===== src/rtl/pmg_pkg.sv =====
// ----------------------------------------------------------------------------
// pmg_pkg
// shared types and constants of the pseudo-color map generator
// ----------------------------------------------------------------------------
package pmg_pkg;

  localparam int unsigned MaxColorsDef = 256;
  localparam int unsigned NumW   = 9;
  localparam int unsigned IdxW   = 8;
  localparam int unsigned RemW   = 16;
  localparam int unsigned QuoW   = 8;
  localparam int unsigned Lanes  = 3;
  localparam int unsigned AddrW  = 3;
  localparam int unsigned DataW  = 32;

  localparam logic [NumW-1:0] NumColorsRst = 9'd256;

  typedef enum logic [1:0] {
    MAP_HOT  = 2'd0,
    MAP_JET  = 2'd1,
    MAP_GRAY = 2'd2,
    MAP_BAD  = 2'd3
  } map_kind_t;

  typedef enum logic [1:0] {
    ST_OK    = 2'd0,
    ST_RANGE = 2'd1,
    ST_KIND  = 2'd2
  } status_t;

  typedef enum logic [0:0] {
    REG_NUM_COLORS = 1'b0,
    REG_MAP_KIND   = 1'b1
  } reg_idx_t;

  // one request in flight through the divider chain, one lane per channel
  typedef struct packed {
    logic [Lanes-1:0][RemW-1:0] rem;
    logic [Lanes-1:0][NumW-1:0] den;
    logic [Lanes-1:0][QuoW-1:0] quo;
    status_t                    status;
  } div_t;

endpackage


===== src/rtl/pmg_front.sv =====
// ----------------------------------------------------------------------------
// pmg_front
// segment select and numerator/denominator setup, one register stage
// ----------------------------------------------------------------------------
module pmg_front (
  input  logic                         clk,
  input  logic                         rst_n,
  input  logic                         up_valid,
  output logic                         up_ready,
  input  logic [pmg_pkg::IdxW-1:0]     color_index,
  input  logic [pmg_pkg::NumW-1:0]     num_colors,
  input  pmg_pkg::map_kind_t           map_kind,
  output logic                         dn_valid,
  input  logic                         dn_ready,
  output pmg_pkg::div_t                dn_data
);

  logic          valid_r;
  pmg_pkg::div_t data_r;
  pmg_pkg::div_t data_nxt;

  logic [9:0] iw, nw, band, b2, q, e, eq, e2q, ne, m, d;
  logic [10:0] three_n;
  logic [pmg_pkg::Lanes-1:0][9:0] lnum;
  logic [pmg_pkg::Lanes-1:0][9:0] lden;
  logic [16:0] prod;
  pmg_pkg::status_t st;

  always_comb begin
    iw      = {2'b00, color_index};
    nw      = {1'b0, num_colors};
    three_n = {1'b0, nw} + {nw, 1'b0};
    band    = {2'b00, three_n[10:3]};
    b2      = {band[8:0], 1'b0};
    q       = nw >> 2;
    e       = nw >> 3;
    eq      = e + q;
    e2q     = eq + q;
    ne      = nw - e;
    m       = nw - {e[8:0], 1'b0} - {q[8:0], 1'b0};
    d       = '0;
    prod    = '0;
    for (int k = 0; k < 3; k++) begin
      lnum[k] = 10'd0;
      lden[k] = 10'd1;
    end

    if (map_kind == pmg_pkg::MAP_BAD) begin
      st = pmg_pkg::ST_KIND;
    end else if (iw >= nw) begin
      st = pmg_pkg::ST_RANGE;
    end else begin
      st = pmg_pkg::ST_OK;
    end

    // lane 0 red, 1 green, 2 blue; full level is 1/1, zero is 0/1
    case (map_kind)
      pmg_pkg::MAP_HOT: begin
        if (iw < band) begin
          lnum[0] = iw + 10'd1; lden[0] = band;
        end else if (iw < b2) begin
          lnum[0] = 10'd1;
          lnum[1] = iw - band + 10'd1; lden[1] = band;
        end else begin
          lnum[0] = 10'd1;
          lnum[1] = 10'd1;
          lnum[2] = iw - b2 + 10'd1; lden[2] = nw - b2;
        end
      end
      pmg_pkg::MAP_JET: begin
        if (iw < e) begin
          lnum[2] = e + iw; lden[2] = {e[8:0], 1'b0};
        end else if (iw < eq) begin
          lnum[1] = iw - e; lden[1] = q;
          lnum[2] = 10'd1;
        end else if (iw < e2q) begin
          d = iw - eq;
          lnum[0] = d;      lden[0] = q;
          lnum[1] = 10'd1;
          lnum[2] = q - d;  lden[2] = q;
        end else if (iw < ne) begin
          d = iw - e2q;
          lnum[0] = 10'd1;
          lnum[1] = m - d;  lden[1] = m;
        end else begin
          d = iw - ne;
          lnum[0] = {e[8:0], 1'b0} - d; lden[0] = {e[8:0], 1'b0};
        end
      end
      pmg_pkg::MAP_GRAY: begin
        for (int k = 0; k < 3; k++) begin
          lnum[k] = iw;
          lden[k] = nw - 10'd1;
        end
      end
      default: begin
        st = pmg_pkg::ST_KIND;
      end
    endcase

    data_nxt.status = st;
    data_nxt.quo    = '0;
    for (int k = 0; k < 3; k++) begin
      // zero denominator or a flagged request gives a zero level
      if (st != pmg_pkg::ST_OK || lden[k] == 10'd0) begin
        lnum[k] = 10'd0;
        lden[k] = 10'd1;
      end
      prod = {lnum[k][8:0], 8'd0} - {8'd0, lnum[k][8:0]};
      data_nxt.rem[k] = prod[15:0];
      data_nxt.den[k] = lden[k][8:0];
    end
  end

  assign up_ready = !valid_r || dn_ready;
  assign dn_valid = valid_r;
  assign dn_data  = data_r;

  always_ff @(posedge clk) begin
    if (!rst_n) begin
      valid_r <= 1'b0;
    end else if (up_ready) begin
      valid_r <= up_valid;
    end
  end

  always_ff @(posedge clk) begin
    if (up_ready && up_valid) begin
      data_r <= data_nxt;
    end
  end

endmodule


===== src/rtl/pmg_div_cell.sv =====
// ----------------------------------------------------------------------------
// pmg_div_cell
// one restoring-division step per lane, resolves one quotient bit
// ----------------------------------------------------------------------------
module pmg_div_cell #(
  parameter int unsigned BIT = 0
) (
  input  logic          clk,
  input  logic          rst_n,
  input  logic          up_valid,
  output logic          up_ready,
  input  pmg_pkg::div_t up_data,
  output logic          dn_valid,
  input  logic          dn_ready,
  output pmg_pkg::div_t dn_data
);

  logic          valid_r;
  pmg_pkg::div_t data_r;
  pmg_pkg::div_t data_nxt;
  logic [16:0]   dsh;
  logic [16:0]   rw;

  always_comb begin
    data_nxt = up_data;
    dsh      = '0;
    rw       = '0;
    for (int k = 0; k < 3; k++) begin
      dsh = {8'd0, up_data.den[k]} << BIT;
      rw  = {1'b0, up_data.rem[k]};
      if (rw >= dsh) begin
        rw = rw - dsh;
        data_nxt.quo[k][BIT] = 1'b1;
      end
      data_nxt.rem[k] = rw[15:0];
    end
  end

  assign up_ready = !valid_r || dn_ready;
  assign dn_valid = valid_r;
  assign dn_data  = data_r;

  always_ff @(posedge clk) begin
    if (!rst_n) begin
      valid_r <= 1'b0;
    end else if (up_ready) begin
      valid_r <= up_valid;
    end
  end

  always_ff @(posedge clk) begin
    if (up_ready && up_valid) begin
      data_r <= data_nxt;
    end
  end

endmodule


===== src/rtl/pseudocolor_map_generator_core.sv =====
// ----------------------------------------------------------------------------
// pseudocolor_map_generator_core
// hot, jet and gray pseudo-color map over a configured number of colors
// ----------------------------------------------------------------------------
// One color index is taken every clock cycle while the pipe is not stalled;
// its red, green and blue levels leave once one setup stage has picked the
// segment of the map and a row of 8 divider cells has resolved one quotient
// bit each, for all three channels side by side. Each stage holds its
// request until the next is free, so gaps in the stream close under output stalls.
module pseudocolor_map_generator_core #(
  parameter int unsigned MAX_COLORS = pmg_pkg::MaxColorsDef
) (
  input  logic                       clk,
  input  logic                       rst_n,
  input  logic                       psel,
  input  logic                       penable,
  input  logic                       pwrite,
  input  logic [pmg_pkg::AddrW-1:0]  paddr,
  input  logic [pmg_pkg::DataW-1:0]  pwdata,
  output logic [pmg_pkg::DataW-1:0]  prdata,
  output logic                       pready,
  input  logic                       in_valid,
  output logic                       in_ready,
  input  logic [pmg_pkg::IdxW-1:0]   in_color_index,
  output logic                       out_valid,
  input  logic                       out_ready,
  output logic [7:0]                 out_red_level,
  output logic [7:0]                 out_green_level,
  output logic [7:0]                 out_blue_level,
  output logic [1:0]                 out_status
);

  localparam int unsigned Cells = pmg_pkg::QuoW;

  logic [pmg_pkg::NumW-1:0] num_colors_r;
  pmg_pkg::map_kind_t       map_kind_r;
  logic [pmg_pkg::NumW-1:0] n_eff;
  pmg_pkg::reg_idx_t        reg_sel;
  logic                     wr_en;

  pmg_pkg::div_t st_data  [Cells+1];
  logic          st_valid [Cells+1];
  logic          st_ready [Cells+1];

  assign pready  = 1'b1;
  assign reg_sel = pmg_pkg::reg_idx_t'(paddr[2]);
  assign wr_en   = psel && penable && pwrite;

  always_ff @(posedge clk) begin
    if (!rst_n) begin
      num_colors_r <= pmg_pkg::NumColorsRst;
      map_kind_r   <= pmg_pkg::MAP_HOT;
    end else if (wr_en) begin
      case (reg_sel)
        pmg_pkg::REG_NUM_COLORS: num_colors_r <= pwdata[pmg_pkg::NumW-1:0];
        pmg_pkg::REG_MAP_KIND:   map_kind_r   <= pmg_pkg::map_kind_t'(pwdata[1:0]);
        default: ;
      endcase
    end
  end

  always_comb begin
    case (reg_sel)
      pmg_pkg::REG_NUM_COLORS: prdata = {23'd0, num_colors_r};
      pmg_pkg::REG_MAP_KIND:   prdata = {30'd0, map_kind_r};
      default:                 prdata = '0;
    endcase
  end

  // count saturates at the largest supported map
  assign n_eff = ({23'd0, num_colors_r} > MAX_COLORS) ? pmg_pkg::NumW'(MAX_COLORS)
                                                      : num_colors_r;

  pmg_front u_front (
    .clk         (clk),
    .rst_n       (rst_n),
    .up_valid    (in_valid),
    .up_ready    (in_ready),
    .color_index (in_color_index),
    .num_colors  (n_eff),
    .map_kind    (map_kind_r),
    .dn_valid    (st_valid[0]),
    .dn_ready    (st_ready[0]),
    .dn_data     (st_data[0])
  );

  for (genvar c = 0; c < Cells; c++) begin : g_cell
    pmg_div_cell #(
      .BIT (Cells - 1 - c)
    ) u_cell (
      .clk      (clk),
      .rst_n    (rst_n),
      .up_valid (st_valid[c]),
      .up_ready (st_ready[c]),
      .up_data  (st_data[c]),
      .dn_valid (st_valid[c+1]),
      .dn_ready (st_ready[c+1]),
      .dn_data  (st_data[c+1])
    );
  end

  assign st_ready[Cells]  = out_ready;
  assign out_valid        = st_valid[Cells];
  assign out_red_level    = st_data[Cells].quo[0];
  assign out_green_level  = st_data[Cells].quo[1];
  assign out_blue_level   = st_data[Cells].quo[2];
  assign out_status       = st_data[Cells].status;

endmodule


===== config.mk =====
export PLATFORM = sky130hd
export DESIGN_NAME = pseudocolor_map_generator_core
export DESIGN_NICKNAME = d
export VERILOG_FILES = /design/src/rtl/pmg_pkg.sv /design/src/rtl/pmg_front.sv /design/src/rtl/pmg_div_cell.sv /design/src/rtl/pseudocolor_map_generator_core.sv
export SDC_FILE = /design/constraint.sdc
export NUM_CORES = 1
export LEC_CHECK = 0
export BUFFER_PORTS_ARGS = -buffer_cell sky130_fd_sc_hd__clkbuf_2
export CAP_MARGIN = 20
export CORE_MARGIN = 4
export CORE_UTILIZATION = 55
export DETAILED_ROUTE_END_ITERATION = 6
export GPL_TIMING_DRIVEN = 1
export PLACE_DENSITY = 0.69
export SYNTH_ARGS = -nofsm -noshare
export SYNTH_HDL_FRONTEND = slang
export SYNTH_SLANG_ARGS = --single-unit

===== constraint.sdc =====
create_clock -name clk -period 17.95 [get_ports clk]
set_input_delay 3.59 -clock clk [delete_from_list [all_inputs] [get_ports clk]]
set_output_delay 3.59 -clock clk [all_outputs]
set_load 0.03 [all_outputs]

=== Word level (Yosys, flattened, before mapping) ===
Cells that the tools add are included.

* $add $sub $neg: 45
* Magnitude comparators: 32
* Eq/ne operators: 3
* Multiplexer cells: 57
* Bitwise gates (word level): 1
* Reductions and logical operators: 40

{| class="wikitable"
|+ Operators by type and width
! kind !! count
|-
| $mux W16 || 21
|-
| $mux W10 || 12
|-
| $mux W20 || 5
|-
| $pmux W30 S3 || 1
|-
| $pmux W29 S3 || 1
|-
| $pmux W32 S2 || 1
|-
| $mux W9 || 7
|-
| $ge A16 B10 Y1 || 3
|-
| $ge A16 B11 Y1 || 3
|-
| $ge A16 B12 Y1 || 3
|-
| $ge A16 B13 Y1 || 3
|-
| $ge A16 B14 Y1 || 3
|-
| $ge A16 B15 Y1 || 3
|-
| $ge A16 B16 Y1 || 3
|-
| $ge A16 B9 Y1 || 3
|-
| $sub A16 B10 Y16 || 3
|-
| $sub A16 B11 Y16 || 3
|-
| $sub A16 B12 Y16 || 3
|-
| $sub A16 B13 Y16 || 3
|-
| $sub A16 B14 Y16 || 3
|-
| $sub A16 B15 Y16 || 3
|-
| $sub A16 B16 Y16 || 3
|-
| $sub A16 B9 Y16 || 3
|-
| $mux W19 || 2
|-
| other kinds (40) || 80
|}

* Register bits: 746
* Bits of input ports: 50
* Output and inout bits: 61
* Logic and storage cells: 291

=== Longest topological paths before layout ===
Gate-level depths: netlist of the first run.

* Depth in word-level cells: 13
* Mapped depth: 33

=== Cells and area by module ===
A second synthesis of the first run with hierarchy kept.

* Cell total of the unflattened synthesis: 4545
* Area total of the unflattened synthesis: 52715.6 um^2

{| class="wikitable"
|+ By module, submodules not included
! module !! instances !! cells an instance !! area an instance (um^2)
|-
| pmg_front || 1 || 1382 || 11745.0
|-
| pmg_div_cell at g_cell[6].u_cell || 1 || 422 || 5178.7
|-
| pmg_div_cell at g_cell[5].u_cell || 1 || 400 || 5134.9
|-
| pmg_div_cell at g_cell[7].u_cell || 1 || 416 || 5127.4
|-
| pmg_div_cell at g_cell[4].u_cell || 1 || 388 || 5031.1
|-
| pmg_div_cell at g_cell[3].u_cell || 1 || 376 || 5002.3
|-
| pmg_div_cell at g_cell[2].u_cell || 1 || 363 || 4966.0
|-
| pmg_div_cell at g_cell[1].u_cell || 1 || 357 || 4883.4
|-
| pmg_div_cell at g_cell[0].u_cell || 1 || 348 || 4880.9
|-
| pseudocolor_map_generator_core || 1 || 93 || 765.7
|}

=== Least setup slack after synthesis of the first run ===
Ideal clock, no wire load.

* Path type: input -> register
* Start point: input port out_ready
* End point: register g_cell[6].u_cell.data_r, in the netlist g_cell[6].u_cell.dn_data[0] (enable)
* Library setup time: 0.705 ns
* Arrival time: 10.769 ns
* Required time: 17.245 ns
* Path slack: 6.476 ns
* Stages on the path: 2
* Cells stage by stage: nor2b_1 -> a21boi_0

* Word-level cells in the longest chain between the ends: 3

{| class="wikitable"
|+ RTL lines
! element !! line !! text
|-
| start, declared || pseudocolor_map_generator_core.sv:26 || <nowiki>input logic out_ready,</nowiki>
|-
| $logic_or A1 B1 Y1 (2 in a row) || pmg_div_cell.sv:39 || <nowiki>assign up_ready = !valid_r || dn_ready;</nowiki>
|-
| $logic_and A1 B1 Y1 || pmg_div_cell.sv:52 || <nowiki>if (up_ready && up_valid) begin</nowiki>
|-
| end signal, assigned || pmg_div_cell.sv:53 || <nowiki>data_r <= data_nxt;</nowiki>
|-
| end, declared || pmg_div_cell.sv:19 || <nowiki>pmg_pkg::div_t data_r;</nowiki>
|}

Every way passes these cells.
A chain may end at the register's enable or synchronous reset.

=== Worst setup path in the final report of the first run ===
* Start point: input port out_ready
* End point: output port in_ready

* Word-level cells in the longest chain between the ends: 9

{| class="wikitable"
|+ RTL lines
! element !! line !! text
|-
| $logic_or A1 B1 Y1 (8 in a row) || pmg_div_cell.sv:39 ||
|-
| $logic_or A1 B1 Y1 || pmg_front.sv:115 || <nowiki>assign up_ready = !valid_r || dn_ready;</nowiki>
|-
| end, declared || pseudocolor_map_generator_core.sv:23 || <nowiki>output logic in_ready,</nowiki>
|}

Every way passes these cells.

==> summary.txt, run 1 <==
status -> complete, no violations
CTS tree -> yes
Commonest cells post-synth -> 726 x edfxtp_1, 421 x inv_1, 367 x ha_1, 294 x nor2_1, 241 x nand2_1
r2r endpoint -> u_front.dn_data[84]
first drt pass iteration count -> 6
vias in the first global route -> 28200
Top Ports -> 111
Hold Violations, Final -> 0
# setup viols final -> 0
slowest stage delay, CP -> 610 ps
Tmin final -> 9790 ps
Port Buffers -> 61
EDFF count, synth -> 726
ratio of cells with drive above 1 in the final layout -> 0.0774
Initial Util -> 0.555
die span in y -> 290 microns
CTS Root Cell -> clkbuf_16
register-to-register setup slack -> 8830 ps
CP Capture Point -> in_ready
worst-path cell chain -> clkbuf_2 > nor2b_1 > and3_1 > and2_0 > nand3_1 > nor2_1 > nand3_1 > clkbuf_2
Synth area leaders -> edfxtp_1 50%, ha_1 10%, inv_1 3.6%, xnor2_1 3.0%, a21oi_1 2.7%
first-pass GRT wire length -> 145000 microns
final wirelength -> 89800 microns
Worst Max-Slew Pin Slew -> 1090 ps
Hold WC Path Type -> flop to flop
First DRT Iteration DRCs -> 1770
DP HPWL -> 67700 microns
Fmax -> 102 MHz
# DRC -> 0
Yosys warning count -> 0
largest net degree at the start of global routing -> 87
most frequent cell after synthesis -> edfxtp_1
Max IR drop VDD -> 0.0572 mV
die area -> 84300 sq um
syn avg cell area -> 11.1 sq um
setup TNS -> 0 ps
ant diodes -> 0
Final Skew -> 24.6 ps
CP Launch Type -> primary input
total CTS buffers -> 75
Worst-path clk slew -> 60 ps
Max Cap Violations -> 0
hold buffers post-CTS -> 0
via count of the routed design -> 28800
post-placement cell area -> 45400 sq um
Cell Area, Synth -> 43900 sq um
row cnt -> 103
Worst path slowest cell -> nor2_1
Slew HR -> 0.264
Seq/Total Area, Yosys -> 0.506
routability cong. -> 0.976
Yosys reg bits -> 746
Period Utilization, post-route -> 0.546
CP Data Arrival Time -> 6200 ps
post-DR vias/cell -> 5.62
top cell type's share of synthesized area -> 0.497
Finished Cell Area -> 47700 sq um
GRT Residual Overflow -> 0
initial antenna violation count -> 0
Synth Flop Type -> edfxtp_1
area growth from synthesis to layout -> 8.71%
core footprint -> 79000 sq um
worst skew pair latency -> 610 ps
Post-synth ARST share -> 0
Final nets -> 4496
Crit Path Max Fanout -> 6
CTS resizes -> 0
H-tree levels -> 3
Req. time, crit path -> 14360 ps
Max Slew Vio Count -> 0
wire per inst -> 17.5 microns
Yosys cell types -> 109
leading area contributor after synthesis -> edfxtp_1
CTS Sinks -> 746
RSZ-0062 raised after global routing -> no
die width -> 290 microns
P per Cell Area -> 85.6 nW/um^2
setup bufs post-CTS -> 0
GRT Resource Usage Total -> 0.210
post-synthesis cell count -> 3933
ANT nets after route -> 0
Crit. End Element -> output pin
RR Startpoint -> num_colors_r[8]
Max Buffers Root-to-Sink -> 3
Pleak -> 18.9 nW
kind of critical path -> primary input to output pin
CP Launch Point -> out_ready
worst r2r path cells -> 30
-- report_power, final --
group | switching (mW) | internal, mW | leakage [nW]
Combinational | 0.354 | 0.256 | 11.1
Clock | 0.623 | 0.809 | 1.10
Sequential | 0.0373 | 2.00 | 6.76
-- cell type report --
cell class              count  area (sq um)
inverters                 425          1600
clock inverters            41           298
fillers                  6339         31300
flip-flops and latches    746         22200
multi-input cells        2685         19800
repair buffers             93           549
well taps                1050          1310
clock buffers              92          1960
-- per-layer routing --
| metal | vias up | track usage | part of all wire |
|---|---|---|---|
| met5 | - | 0 | 0 |
| met4 | 0 | 0.0975 | 0.047 |
| met3 | 248 | 0.0287 | 0.042 |
| met2 | 651 | 0.359 | 0.48 |
| met1 | 13500 | 0.266 | 0.43 |
| li1 | 14400 | - | - |
-- state kept, by name (all words and copies together) (netlist names) --
| signal | flops |
|---|---|
| num_colors_r | 9 |
| u_front.dn_valid | 1 |
| u_front.dn_data | 77 |
| g_cell.u_cell.dn_valid | 8 |
| g_cell.u_cell.dn_data | 649 |
| map_kind_r | 2 |
-- worst min-delay path by stage --
stage / from / end / cells after the start
after floorplan: u_front.dn_data[0] / g_cell[0].u_cell.dn_data[0] / 0
after global placement: g_cell[5].u_cell.dn_data[14] / g_cell[6].u_cell.dn_data[14] / 0
after detailed placement: g_cell[0].u_cell.dn_data[9] / g_cell[1].u_cell.dn_data[9] / 0
after CTS: g_cell[1].u_cell.dn_data[25] / g_cell[2].u_cell.dn_data[25] / 0
after global routing: g_cell[1].u_cell.dn_data[25] / g_cell[2].u_cell.dn_data[25] / 0
final: g_cell[4].u_cell.dn_data[9] / g_cell[5].u_cell.dn_data[9] / 0
-- logic make-up after synthesis --
group	synth area share
AND/OR/NAND/NOR	0.118
buffers and inverters	0.0482
adder cells (fa/ha/maj)	0.129
AO/OA/AOI/OAI	0.136
flip-flops	0.506
XOR/XNOR	0.0514
multiplexers	0.0120
other	0.000171
-- through the flow --
stage | setup slack (ps) | hold slack (ps) | total power [mW] | utilization | instances
after floorplan | 6480 | 400 | 2.54 | - | 3955
after global placement | 8230 | 400 | 2.66 | 0.575 | 4996
after detailed placement | 8210 | 405 | 2.67 | 0.575 | 4996
after CTS | 8180 | 411 | 4.12 | 0.603 | 5129
after global routing | 7990 | 414 | 4.28 | 0.603 | 5132
final | 8160 | 413 | 4.08 | 0.603 | 5132
-- layout by cell type (no fill, tap or decap), types with 48 or more instances in the layout --
master / instances
nand2b_1: 77
clkbuf_2: 61
nor2_1: 294
nand2_1: 241
a21boi_0: 58
xor2_1: 104
edfxtp_1: 726
clkbuf_16: 75
xnor2_1: 150
ha_1: 367
o21ai_0: 231
nor3_1: 49
fa_1: 53
a21oi_1: 237
nand3_1: 54
nand4_1: 48
nor2b_1: 84
a21o_1: 95
inv_1: 421
-- worst max-delay path, delay by kind of cell --
kind                   cells  cell delay, ps
AND/OR/NAND/NOR            6            2260
buffers and inverters      2             340
Note: power is estimated with default switching activity, not from simulation.
==> run 2: changes to the inputs <==
clock period = 9.4 ns   (was 17.95 ns; I/O delays follow)
==> summary.txt, run 2 (same netlist as run 1, synthesis figures left out) <==
status -> complete, no violations
Crit. End Element -> flop
Tmin final -> 8450 ps
CP Data Arrival Time -> 8790 ps (+2590 ps)
CP Capture Point -> u_front.dn_data[84]
CP Launch Point -> num_colors_r[8]
initial antenna violation count -> 0 (unchanged)
setup bufs post-CTS -> 0 (unchanged)
row cnt -> 103 (unchanged)
DP HPWL -> 68400 microns (+0.91%)
# DRC -> 0 (unchanged)
core footprint -> 79000 sq um (unchanged)
critical path depth in cells -> 28 (+20)
post-DR vias/cell -> 5.62 (about the same)
Hold WC Path Type -> flop to flop
Fillers -> 6219 (-1.9%)
# setup viols final -> 0 (unchanged)
GRT Residual Overflow -> 0 (unchanged)
CTS tree -> yes
Max Buffers Root-to-Sink -> 3 (unchanged)
CTS Root Cell -> clkbuf_16
kind of critical path -> flop to flop
die width -> 290 microns (unchanged)
total CTS buffers -> 76 (+1.3%)
Final Power -> 8.18 mW (+100%)
Slew HR -> 0.228 (-0.0354)
Final Skew -> 24.4 ps (-0.186 ps)
CP Launch Type -> flop
commonest non-fill, non-tap cells in the layout -> 726 x edfxtp_1, 421 x inv_1, 367 x ha_1
top layer in use -> met4
Placed Cells -> 4999 (+0.060%)
Pleak -> 19.1 nW (+1.0%)
hold slack final -> 417 ps (+3.96 ps)
worst r2r path cells -> 28 (-6.7%)
fin cells -> 5139 (+0.14%)
Hold Path Cell Cnt -> 0 (unchanged)
Req. time, crit path -> 9730 ps (-4630 ps)
largest net degree at the start of global routing -> 90 (+3.4%)
Setup Slack @ Placement -> 1050 ps (-7150 ps)
Top Ports -> 111 (unchanged)
vias in the first global route -> 28600 (+1.5%)
routed wl met2 -> 43500 microns (+1.0%)
Worst-path clk slew -> 60 ps (about the same)
RSZ-0062 raised after global routing -> no
area growth from synthesis to layout -> 9.64%
GRT Resource Usage Total -> 0.213 (+0.00262)
wire per inst -> 17.6 microns (+0.63%)
Hold Violations, Final -> 0 (unchanged)
Initial Util -> 0.555 (unchanged)
CP delay by family, top -> compound AO/OA/AOI/OAI gates
Met1 Wirelength -> 38300 microns (-1.1%)
first-pass GRT wire length -> 146000 microns (+0.99%)
ANT nets after route -> 0 (unchanged)
most common cell after layout, fill and taps aside -> edfxtp_1
Worst path slowest cell -> fa_1
Max Slew Vio Count -> 0 (unchanged)
Port Buffers -> 61 (unchanged)
Final nets -> 4500 (+0.089%)
r2r endpoint -> u_front.dn_data[84]
first drt pass iteration count -> 7 (+1)
final wirelength -> 90500 microns (+0.77%)
hold buffers post-CTS -> 0 (unchanged)
post-placement cell area -> 45400 sq um (about the same)
P per Cell Area -> 170 nW/um^2 (+99%)
ant diodes -> 0 (unchanged)
via count of the routed design -> 28900 (+0.18%)
Max IR drop VDD -> 0.124 mV (+120%)
Fmax -> 118 MHz
die area -> 84300 sq um (unchanged)
Crit Path Max Fanout -> 16 (+10)
H-tree levels -> 3 (unchanged)
Finished Cell Area -> 48100 sq um (+0.86%)
CTS Sinks -> 746 (unchanged)
ratio of cells with drive above 1 in the final layout -> 0.0802 (+0.00280)
CTS resizes -> 0 (unchanged)
Period Utilization, post-route -> 0.899
slowest stage delay, CP -> 670 ps (+60 ps)
setup ws final -> 945 ps (-7210 ps)
Layout Utilization -> 0.609 (+0.00516)
setup TNS -> 0 ps (unchanged)
max reg flops -> 649 (unchanged)
First DRT Iteration DRCs -> 1767 (-0.17%)
critical path buffer and inverter count -> 5 (+3)
met3 wire len -> 3960 microns (+4.8%)
routability cong. -> 0.972 (-0.49%)
worst skew pair latency -> 610 ps (about the same)
Max Cap Violations -> 0 (unchanged)
die span in y -> 290 microns (unchanged)
RR Startpoint -> num_colors_r[8]
register-to-register setup slack -> 950 ps (-7880 ps)
Worst Max-Slew Pin Slew -> 1150 ps (+52.6 ps)
==> run 2: how the worst min path moves through the flow <==
stage	startpoint	end	slack (ps)
finish	g_cell[5].u_cell.dn_data[21]	g_cell[6].u_cell.dn_data[21]	420
floorplan	u_front.dn_data[0]	g_cell[0].u_cell.dn_data[0]	400
global route	g_cell[4].u_cell.dn_data[23]	g_cell[5].u_cell.dn_data[23]	420
CTS	g_cell[3].u_cell.dn_data[25]	g_cell[4].u_cell.dn_data[25]	420
global placement	g_cell[5].u_cell.dn_data[13]	g_cell[6].u_cell.dn_data[13]	400
detailed placement	u_front.dn_data[0]	g_cell[0].u_cell.dn_data[0]	400
==> run 2: power breakdown <==
part	internal, mW	switching [mW]
clock	1.93	1.20
combinational	0.488	0.675
sequential	3.82	0.0698
total	6.24	1.94
==> run 2: final cells by class <==
cell class	instances	area, sq um	share of cell area
repair buffers	96	596	0.0124
clock buffers	91	1990	0.0414
inverters	425	1600	0.0332
well taps	1050	1310	0.0273
clock inverters	46	637	0.0132
multi-input cells	2685	19700	0.411
flip-flops and latches	746	22200	0.462
==> run 2: per-layer routing <==
metal  up-vias  global-route usage
met1     13500               0.261
li1      14400                   -
met3       239              0.0310
met5         -                   0
met4         0               0.105
met2       701               0.369
==> run 2: worst register-to-register path, delay by kind of cell, from the launching register on <==
| family | cells | cell delay, ps |
|---|---|---|
| buffers and inverters | 5 | 990 |
| DFF | 1 | 330 |
| and+or+nand+nor | 8 | 2270 |
| adders and majority gates | 5 | 1980 |
| AOI/OAI and AO/OA | 9 | 2390 |
| xor gates and xnor gates | 1 | 220 |
